File: src/rtl/tln_pkg.sv
package tln_pkg;

   // Field and register widths
   localparam int IDX_W       = 16;
   localparam int LEN_W       = 9;
   localparam int TOTAL_W     = 2 * LEN_W;
   localparam int CSR_INDEX_W = 4;

   // Long division: quotient bits resolved per pipeline stage
   localparam int DIV_STEPS  = 4;
   localparam int DIV_STAGES = IDX_W / DIV_STEPS;

   // Register map
   localparam logic [CSR_INDEX_W-1:0] CSR_COLS = 4'd0;
   localparam logic [CSR_INDEX_W-1:0] CSR_ROWS = 4'd1;

   // Register reset values
   localparam logic [LEN_W-1:0] COLS_RESET = 9'd5;
   localparam logic [LEN_W-1:0] ROWS_RESET = 9'd6;

   // Division word: dividend bits shift out of work, quotient bits shift in
   typedef struct packed {
      logic [IDX_W-1:0] work;
      logic [LEN_W-1:0] rem;
      logic             in_range;
   } div_type;

   // Row and column selections of the six neighbors
   typedef struct packed {
      logic [LEN_W-1:0] row;
      logic [LEN_W-1:0] ru;
      logic [LEN_W-1:0] rd;
      logic [LEN_W-1:0] ce;
      logic [LEN_W-1:0] cw;
      logic [LEN_W-1:0] cr;
      logic [LEN_W-1:0] cl;
      logic             in_range;
   } nbr_type;

   // Row base offsets plus the column selections
   typedef struct packed {
      logic [TOTAL_W-1:0] base_row;
      logic [TOTAL_W-1:0] base_up;
      logic [TOTAL_W-1:0] base_dn;
      logic [LEN_W-1:0]   ce;
      logic [LEN_W-1:0]   cw;
      logic [LEN_W-1:0]   cr;
      logic [LEN_W-1:0]   cl;
      logic               in_range;
   } prod_type;

   // Zero acts as one, anything above the limit acts as the limit
   function automatic logic [LEN_W-1:0] clamp_len(logic [LEN_W-1:0] v, int maxv);
      logic [LEN_W-1:0] r;
      r = v;
      if (v == '0) begin
         r = LEN_W'(1);
      end else if (int'(v) > maxv) begin
         r = LEN_W'(maxv);
      end
      return r;
   endfunction

endpackage

File: src/rtl/tln_div_stage.sv
module tln_div_stage #(
   parameter int STEPS = 4
) (
   input  logic                       clock,
   input  logic                       reset,
   input  logic                       up_valid,
   input  logic                       load,
   input  tln_pkg::div_type           up_data,
   input  logic [tln_pkg::LEN_W-1:0]  divisor,
   output logic                       valid_ff,
   output tln_pkg::div_type           data_ff
);
   import tln_pkg::*;

   div_type data_in;

   // Restoring division, one quotient bit per step
   always_comb begin
      div_type        d;
      logic [LEN_W:0] t;
      logic           q;
      d = up_data;
      for (int i = 0; i < STEPS; i++) begin
         t = {d.rem, d.work[IDX_W-1]};
         q = 1'b0;
         if (t >= {1'b0, divisor}) begin
            t = t - {1'b0, divisor};
            q = 1'b1;
         end
         d.rem  = t[LEN_W-1:0];
         d.work = {d.work[IDX_W-2:0], q};
      end
      data_in = d;
   end

   // Stage register
   always_ff @(posedge clock) begin
      if (reset) begin
         valid_ff <= 1'b0;
      end else if (load) begin
         valid_ff <= up_valid;
      end
   end

   always_ff @(posedge clock) begin
      if (load && up_valid) begin
         data_ff <= data_in;
      end
   end

endmodule

File: src/rtl/triangular_lattice_neighbors.sv
// Neighbor index unit for a triangular lattice stored row by row, odd rows
// shifted half a cell. Each site index word gives one result word with the
// six wrapped neighbor indices (east, up-right, up-left, west, down-left,
// down-right) and an in_range flag; an index at or above cols*rows returns
// in_range low and all neighbors zero. The pipeline is eight stages deep:
// an input register, four long-division stages (four quotient bits each)
// splitting the index into row and column, a neighbor-select stage, a
// multiply stage forming row base offsets and the output register. It takes
// one word per cycle while the output is not stalled; per-stage valid bits
// let bubbles close up under output back-pressure. cols and rows (register
// index 0 and 1) must only be written while the pipeline is empty.
module triangular_lattice_neighbors #(
   parameter int MAX_COLS = 256,
   parameter int MAX_ROWS = 256
) (
   input  logic                             clock,
   input  logic                             reset,
   // configuration write
   input  logic                             csr_valid,
   output logic                             csr_ready,
   input  logic [tln_pkg::CSR_INDEX_W-1:0]  csr_index,
   input  logic [tln_pkg::LEN_W-1:0]        csr_data,
   // request
   input  logic                             req_valid,
   output logic                             req_ready,
   input  logic [tln_pkg::IDX_W-1:0]        req_site_index,
   // response
   output logic                             rsp_valid,
   input  logic                             rsp_ready,
   output logic [tln_pkg::IDX_W-1:0]        rsp_east,
   output logic [tln_pkg::IDX_W-1:0]        rsp_up_right,
   output logic [tln_pkg::IDX_W-1:0]        rsp_up_left,
   output logic [tln_pkg::IDX_W-1:0]        rsp_west,
   output logic [tln_pkg::IDX_W-1:0]        rsp_down_left,
   output logic [tln_pkg::IDX_W-1:0]        rsp_down_right,
   output logic                             rsp_in_range
);
   import tln_pkg::*;

   // Configuration, stored already clamped
   logic [LEN_W-1:0]   cols_ff;
   logic [LEN_W-1:0]   rows_ff;
   logic [TOTAL_W-1:0] total_ff;

   assign csr_ready = 1'b1;

   always_ff @(posedge clock) begin
      if (reset) begin
         cols_ff <= clamp_len(COLS_RESET, MAX_COLS);
         rows_ff <= clamp_len(ROWS_RESET, MAX_ROWS);
      end else if (csr_valid) begin
         unique case (csr_index)
            CSR_COLS: cols_ff <= clamp_len(csr_data, MAX_COLS);
            CSR_ROWS: rows_ff <= clamp_len(csr_data, MAX_ROWS);
            default: ;
         endcase
      end
   end

   // Site count, refreshed every cycle
   always_ff @(posedge clock) begin
      total_ff <= cols_ff * rows_ff;
   end

   // Pipeline valid bits and ready chain
   logic                  in_v_ff;
   logic [IDX_W-1:0]      idx_ff;
   logic [DIV_STAGES:0]   div_v;
   div_type               div_d [0:DIV_STAGES];
   logic [DIV_STAGES:1]   div_rdy;
   logic                  nbr_v_ff;
   nbr_type               nbr_ff;
   nbr_type               nbr_in;
   logic                  prod_v_ff;
   prod_type              prod_ff;
   logic                  out_v_ff;
   logic                  in_rdy;
   logic                  nbr_rdy;
   logic                  prod_rdy;
   logic                  out_rdy;
   logic [IDX_W-1:0]      east_ff;
   logic [IDX_W-1:0]      up_right_ff;
   logic [IDX_W-1:0]      up_left_ff;
   logic [IDX_W-1:0]      west_ff;
   logic [IDX_W-1:0]      down_left_ff;
   logic [IDX_W-1:0]      down_right_ff;
   logic                  in_range_ff;

   // A stage loads when it is empty or its word moves on
   always_comb begin
      out_rdy  = !out_v_ff  || rsp_ready;
      prod_rdy = !prod_v_ff || out_rdy;
      nbr_rdy  = !nbr_v_ff  || prod_rdy;
      div_rdy[DIV_STAGES] = !div_v[DIV_STAGES] || nbr_rdy;
      for (int k = DIV_STAGES - 1; k >= 1; k--) begin
         div_rdy[k] = !div_v[k] || div_rdy[k+1];
      end
      in_rdy = !in_v_ff || div_rdy[1];
   end

   assign req_ready = in_rdy;

   // Input register
   always_ff @(posedge clock) begin
      if (reset) begin
         in_v_ff <= 1'b0;
      end else if (in_rdy) begin
         in_v_ff <= req_valid;
      end
   end

   always_ff @(posedge clock) begin
      if (in_rdy && req_valid) begin
         idx_ff <= req_site_index;
      end
   end

   // Feed of the divider, range check alongside
   assign div_v[0]          = in_v_ff;
   assign div_d[0].work     = idx_ff;
   assign div_d[0].rem      = '0;
   assign div_d[0].in_range = TOTAL_W'(idx_ff) < total_ff;

   // Division stages: index / cols gives row and column
   for (genvar k = 1; k <= DIV_STAGES; k++) begin : g_div
      tln_div_stage #(
         .STEPS (DIV_STEPS)
      ) u_div (
         .clock    (clock),
         .reset    (reset),
         .up_valid (div_v[k-1]),
         .load     (div_rdy[k]),
         .up_data  (div_d[k-1]),
         .divisor  (cols_ff),
         .valid_ff (div_v[k]),
         .data_ff  (div_d[k])
      );
   end

   // Neighbor columns and rows with wrap
   always_comb begin
      logic [LEN_W-1:0] row;
      logic [LEN_W-1:0] col;
      logic [LEN_W:0]   row_p1;
      logic [LEN_W:0]   col_p1;
      row    = div_d[DIV_STAGES].work[LEN_W-1:0];
      col    = div_d[DIV_STAGES].rem;
      row_p1 = {1'b0, row} + (LEN_W+1)'(1);
      col_p1 = {1'b0, col} + (LEN_W+1)'(1);
      nbr_in.row      = row;
      nbr_in.ce       = (col_p1 == {1'b0, cols_ff}) ? '0 : col_p1[LEN_W-1:0];
      nbr_in.cw       = (col == '0) ? cols_ff - LEN_W'(1) : col - LEN_W'(1);
      nbr_in.ru       = (row_p1 == {1'b0, rows_ff}) ? '0 : row_p1[LEN_W-1:0];
      nbr_in.rd       = (row == '0) ? rows_ff - LEN_W'(1) : row - LEN_W'(1);
      nbr_in.cr       = row[0] ? nbr_in.ce : col;
      nbr_in.cl       = row[0] ? col : nbr_in.cw;
      nbr_in.in_range = div_d[DIV_STAGES].in_range;
   end

   always_ff @(posedge clock) begin
      if (reset) begin
         nbr_v_ff <= 1'b0;
      end else if (nbr_rdy) begin
         nbr_v_ff <= div_v[DIV_STAGES];
      end
   end

   always_ff @(posedge clock) begin
      if (nbr_rdy && div_v[DIV_STAGES]) begin
         nbr_ff <= nbr_in;
      end
   end

   // Row base offsets
   always_ff @(posedge clock) begin
      if (reset) begin
         prod_v_ff <= 1'b0;
      end else if (prod_rdy) begin
         prod_v_ff <= nbr_v_ff;
      end
   end

   always_ff @(posedge clock) begin
      if (prod_rdy && nbr_v_ff) begin
         prod_ff.base_row <= nbr_ff.row * cols_ff;
         prod_ff.base_up  <= nbr_ff.ru * cols_ff;
         prod_ff.base_dn  <= nbr_ff.rd * cols_ff;
         prod_ff.ce       <= nbr_ff.ce;
         prod_ff.cw       <= nbr_ff.cw;
         prod_ff.cr       <= nbr_ff.cr;
         prod_ff.cl       <= nbr_ff.cl;
         prod_ff.in_range <= nbr_ff.in_range;
      end
   end

   // Output register: base plus column, zero when out of range
   always_ff @(posedge clock) begin
      if (reset) begin
         out_v_ff <= 1'b0;
      end else if (out_rdy) begin
         out_v_ff <= prod_v_ff;
      end
   end

   always_ff @(posedge clock) begin
      if (out_rdy && prod_v_ff) begin
         if (prod_ff.in_range) begin
            east_ff       <= IDX_W'(prod_ff.base_row + TOTAL_W'(prod_ff.ce));
            up_right_ff   <= IDX_W'(prod_ff.base_up  + TOTAL_W'(prod_ff.cr));
            up_left_ff    <= IDX_W'(prod_ff.base_up  + TOTAL_W'(prod_ff.cl));
            west_ff       <= IDX_W'(prod_ff.base_row + TOTAL_W'(prod_ff.cw));
            down_left_ff  <= IDX_W'(prod_ff.base_dn  + TOTAL_W'(prod_ff.cl));
            down_right_ff <= IDX_W'(prod_ff.base_dn  + TOTAL_W'(prod_ff.cr));
         end else begin
            east_ff       <= '0;
            up_right_ff   <= '0;
            up_left_ff    <= '0;
            west_ff       <= '0;
            down_left_ff  <= '0;
            down_right_ff <= '0;
         end
         in_range_ff <= prod_ff.in_range;
      end
   end

   assign rsp_valid      = out_v_ff;
   assign rsp_east       = east_ff;
   assign rsp_up_right   = up_right_ff;
   assign rsp_up_left    = up_left_ff;
   assign rsp_west       = west_ff;
   assign rsp_down_left  = down_left_ff;
   assign rsp_down_right = down_right_ff;
   assign rsp_in_range   = in_range_ff;

endmodule

File: config.mk
export PLATFORM = sky130hd
export DESIGN_NAME = triangular_lattice_neighbors
export DESIGN_NICKNAME = d
export VERILOG_FILES = /design/src/rtl/tln_pkg.sv /design/src/rtl/tln_div_stage.sv /design/src/rtl/triangular_lattice_neighbors.sv
export SDC_FILE = /design/constraint.sdc
export NUM_CORES = 2
export LEC_CHECK = 0
export BUFFER_PORTS_ARGS = -buffer_cell sky130_fd_sc_hd__clkbuf_2
export CAP_MARGIN = 5
export CORE_MARGIN = 2
export CORE_UTILIZATION = 55
export DETAILED_ROUTE_END_ITERATION = 7
export PLACE_DENSITY_LB_ADDON = 0.15
export REMOVE_ABC_BUFFERS = 1
export SYNTH_ARGS = -nofsm -noshare
export SYNTH_HDL_FRONTEND = slang
export SYNTH_SLANG_ARGS = --single-unit
File: constraint.sdc
create_clock -name clock -period 9.9 [get_ports clock]
set_input_delay 0.495 -clock clock [delete_from_list [all_inputs] [get_ports clock]]
set_output_delay 0.495 -clock clock [all_outputs]
set_load 0.02 [all_outputs]
Yosys cells after proc, flatten, opt, wreduce, memory -nomap -nowiden --
Cells that the tools add are included.
Storage, ports and cells: flip-flop bits (word level) 403, latch bits 0, memory bits (writable) 0, ROM bits 0, bits of input ports 34, output and inout port bits 100, word-level logic and storage cells 169, memories kept 0
Operators by class: add/subtract/negate cells 28, $mul 4, divide/modulo/power cells 0, order comparisons 18, equality and inequality tests 3, shift-type cells 0, multiplexer cells 39, bitwise operators 0, reductions and logical operators 30
Operators with widths (number):
- $mux 9 | 23
- $ge 10x9->1 | 15
- $sub 9x9->9 | 15
- $add 16x9->16 | 6
- $mul 9x9->16 | 3
- $sub 9x1->9 const B | 4
- $logic_not 9->1 | 3
- $add 9x1->10 const B | 2
- $eq 10x9->1 | 2
- $lt 16x18->1 | 1
- $mul 9x9->18 | 1
- $mux 1 | 16
- $ge 1x9->1 | 1
- $gt 9x9->1 const B | 1
- $sub 1x9->9 | 1
- $logic_and 1x1->1 | 8
- $logic_not 1->1 | 8
- $logic_or 1x1->1 | 8
- $eq 4x1->1 const B | 1
- $logic_not 4->1 | 1
- $reduce_and 2->1 | 2

Longest topological paths before layout --
word-level depth 10, depth in mapped cells 42, mapped depth without buffers 38

Hierarchy --
Synthesis repeated with hierarchy kept, for this count alone.
Unflattened totals: cells, all modules 3583, area total of the unflattened synthesis 36172.2 um^2
By module, submodules not included:
- triangular_lattice_neighbors | times used 1, cells each 2443, area an instance 24994.0 um^2, seq. area each 8668.3 um^2
- tln_div_stage at g_div[3].u_div | times used 1, cells each 288, area an instance 2842.7 um^2, seq. area each 800.8 um^2
- tln_div_stage at g_div[2].u_div | times used 1, cells each 285, area an instance 2820.2 um^2, seq. area each 800.8 um^2
- tln_div_stage at g_div[4].u_div | times used 1, cells each 285, area an instance 2791.4 um^2, seq. area each 800.8 um^2
- tln_div_stage at g_div[1].u_div | times used 1, cells each 282, area an instance 2723.9 um^2, seq. area each 800.8 um^2

Worst setup path before layout --
OpenSTA, ideal clock, no wires.
kind reg-to-reg, from register cols_ff[1], to register g_div[4].u_div.data_ff[2] in the netlist's numbering, data pin, library setup time 0.260 ns, arrival time 9.126 ns, data required time 9.640 ns, path slack 0.514 ns, stages on the path, launching flop included 36, path buffers 3, clock period less this slack 9.386 ns, cell sequence dfxtp_1 clkbuf_1 clkbuf_1 inv_1 fa_1 a211oi_1 o21ai_0 a31o_2 a21oi_2 mux2_2 ha_1 nor2b_1 o21ai_1 a31oi_1 o21a_1 nor3_2 inv_1 clkbuf_1 o21ai_0 fa_1 nor2b_1 o21ai_0 a21o_1 a21oi_1 o21a_1 a2111oi_4 clkinv_1 mux2_2 ha_1 a21oi_1 nor2b_1 o21ai_0 nand2_1 o21bai_1 a211oi_4 mux2_2
RTL lines:
- start, declared | line triangular_lattice_neighbors.sv:41 | logic [LEN_W-1:0] cols_ff;
- start signal, assigned | line triangular_lattice_neighbors.sv:49 | cols_ff <= clamp_len(COLS_RESET, MAX_COLS);
- start signal, assigned | line triangular_lattice_neighbors.sv:53 | CSR_COLS: cols_ff <= clamp_len(csr_data, MAX_COLS);
- end signal, assigned | line tln_div_stage.sv:47 | data_ff <= data_in;
- end, declared | line tln_div_stage.sv:11 | output tln_pkg::div_type data_ff

==> flow_summary.yaml <==
drt:
  routed_wirelength_um: 76900
  num_vias: 23800
  drc: 0
  drt-pass1-iter-count: 5
  drtIter0Drc: 1301
  wire_per_inst_um: 18.2
  via_per_inst: 5.63
  ant_nets: 0
yosys:
  seq_area_frac_synth: 0.334
  ys_ff_latch: 385
  synth_most_common_cell: "inv_1"
  synth.area.mux_share: 0.0388
  synthTopCellsByArea: "edfxtp_1 31%, fa_1 13%, ha_1 13%"
  syn_inst: 3297
  synth_common_cells: "385 x inv_1, 343 x ha_1, 341 x edfxtp_1, 307 x nand2_1, 218 x fa_1"
  syn_avg_cell_area_um2: 10.1
  syn_area_mm2: 0.0333
  synth_top_family_by_area: "adder cells"
  synth-xor-area-share: 0.0584
  synth-main-ff-cell: "edfxtp_1"
  synth.largest_area_cell: "edfxtp_1"
  synth_top_area_frac: 0.308
  synth_warnings: 0
  async_flop_share: 0
  yosys.area_share.simple: 0.149
  synth_edf_count: 341
  synth_compound_area_frac: 0.103
  synth_fa_ha_area_frac: 0.260
  yosysUniqueCellTypes: 80
global_route:
  grt_pass1_vias: 24600
  antenna_found_initial: 0
  grt-ovfl-total: 0
  grt_max_degree: 98
  grtUsageTotal: 0.250
  grt_first_pass_wirelength_um: 126000
clocking:
  htreeDepth: 2
  cts_buffer_depth: 3
  cts.root.buffer_cell: "clkbuf_16"
  numCtsBuffers: 45
  cts_tree: "built"
  clk_pin_slew_ns: 0.06
  cts_sinks: 385
  holdBufCountCts: 0
  insertion_delay_ns: 0.60
worst_setup_path:
  crit_path_max_incr_delay_ns: 0.64
  cp_slowest_cell: "dfxtp_2"
  cp_num_buf_inv: 4
  rr_endpoint: "g_div[4].u_div.data_ff[9]"
  startpoint_type: "flip-flop"
  critPathRequiredTime_ns: 10.23
  endpoint_kind: "flip-flop"
  path_class: "reg2reg"
  rr_startpoint: "cols_ff[0]"
  reg2reg_slack_ns: 0.67
  cp_top_family: "compound AO/OA/AOI/OAI gates"
  reg2reg_depth: 34
  cp_max_fo: 17
  worstPathArrival_ns: 9.56
cells_and_area:
  layout.nets: 4004
  areaGrowthSynthToFinish_pct: 9.19
  final_area_mm2: 0.0363
  final_layout_size_suffix_gt1_frac: 0.104
floorplan:
  die_w_um: 250
  rows: 90
  die_h_um: 250
  initial_utilization: 0.553
  io_pins: 134
  dieArea_mm2: 0.0625
  core_area_mm2: 0.0601
sta:
  tns_ns: 0
  setup_viol: 0
  rsz0062_at_grt: "false"
  drv_slew: 0
  finalHoldViolations: 0
  worstMarginPinSlew_ns: 1.15
  timing.hold.ws_ns: 0.0818
  finalClockSkew_ns: 0.0378
  finalWorstPathRequiredPeriod_ns: 9.23
  finalCritPeriodShare: 0.932
  finalWorstSetupSlack_ns: 0.671
  slew_headroom: 0.224
  fmax_ghz: 0.108
placement:
  place_area_mm2: 0.0348
  portBuffers: 132
  place_congestion: 0.871
  dp_hpwl_um: 59300
  pre_cts_slack_ns: 0.326
min_path:
  hold_path.startpoint: "req_site_index[10]"
  worst_hold_path_type: "in2reg"
  whs_path_depth: 1
  holdPathEnd: "idx_ff[10]"
power:
  p_total_uw: 14500
  swShare: 0.416
  ir_worst_vdd_v: 0.00109
  seq_power_share: 0.173
  clockPowerShare: 0.113
  power_density_mw_per_mm2: 399
  p_leak_uw: 0.0156
  p_sw_uw: 6030
  power_frac_comb: 0.714
  intPower_uw: 8450
run_status:
  status: "finished clean"
job:
  max_cap_viol_count: 0
-- state kept, by name (all words and copies together) (netlist names), 16 cells and up --
register,count
nbr_ff,64
rsp_down_left,16
g_div.u_div.data_ff,79
total_ff,18
rsp_down_right,16
prod_ff,85
rsp_up_right,16
idx_ff,16
rsp_east,16
rsp_west,16
rsp_up_left,16
-- power by group through the flow --
stage / Clock (uW) / Combinational (uW) / Sequential, uW
floorplan: 0 / 8210 / 2480
global placement: 0 / 9770 / 2540
detailed placement: 0 / 9980 / 2540
CTS: 1670 / 10100 / 2510
global route: 1730 / 11400 / 2520
finish: 1630 / 10300 / 2510
-- layer usage --
layer  vias to the layer above  wire length, um  GRT usage
li1                      11500                -          -
met1                     11600            32200      0.306
met2                       546            39000      0.456
met3                       135             2930     0.0293
met4                         0             2770     0.0876
met5                         -                0          0
-- per-stage QoR --
step / cells / util
final: 4226 / 0.604
after global routing: 4224 / 0.604
after CTS: 4217 / 0.603
after detailed placement: 4137 / 0.579
after global placement: 4137 / 0.579
after floorplan: 3186 / -
-- cells in the final DEF, fill, tap and decap left out, drive strengths merged, types with 20 or more instances in the layout --
cell	n
a21boi	44
nand4	33
o21ai	151
mux2	81
fa	218
xnor2	155
a21o	51
mux2i	38
xor2	67
and2	182
inv	386
nor3	41
nand2	307
ha	343
nor3b	20
clkbuf	194
dfxtp	44
nand2b	30
buf	44
nor2	172
nor2b	77
a21oi	145
edfxtp	341
nand3	42
or3	35
-- worst max-delay path by stage --
stage | start | end | slack (ns) | cells past startpoint
final | cols_ff[0] | g_div[4].u_div.data_ff[9] | 0.67 | 34
after global routing | cols_ff[0] | g_div[2].u_div.data_ff[4] | 0.004 | 37
after CTS | cols_ff[0] | g_div[2].u_div.data_ff[9] | 0.27 | 33
after detailed placement | cols_ff[0] | g_div[2].u_div.data_ff[9] | 0.33 | 33
after global placement | cols_ff[0] | g_div[2].u_div.data_ff[4] | 0.58 | 33
after floorplan | cols_ff[1] | g_div[3].u_div.data_ff[2] | -0.02 | 34
-- repair_timing --
action,4_1_cts,5_1_grt
setup buffers,0,7
gates resized for setup,0,4
setup endpoints to repair,0,27
-- logic make-up after synthesis --
logic type	Yosys count
muxes	119
adders and majority gates	561
and+or+nand+nor	985
AOI/OAI and AO/OA	526
other	1
xor gates and xnor gates	222
DFF	385
buffers and inverters	498
-- final cells by class --
class	count	area [um2]
fillers	5166	23800
clock inverters	18	219
multi-input cells	2414	20300
well taps	782	978
repair buffers	176	995
inverters	387	1450
clock buffers	62	1230
flip-flops and latches	385	11100
diodes	2	5.00
Power figures use the tool's default switching activity.
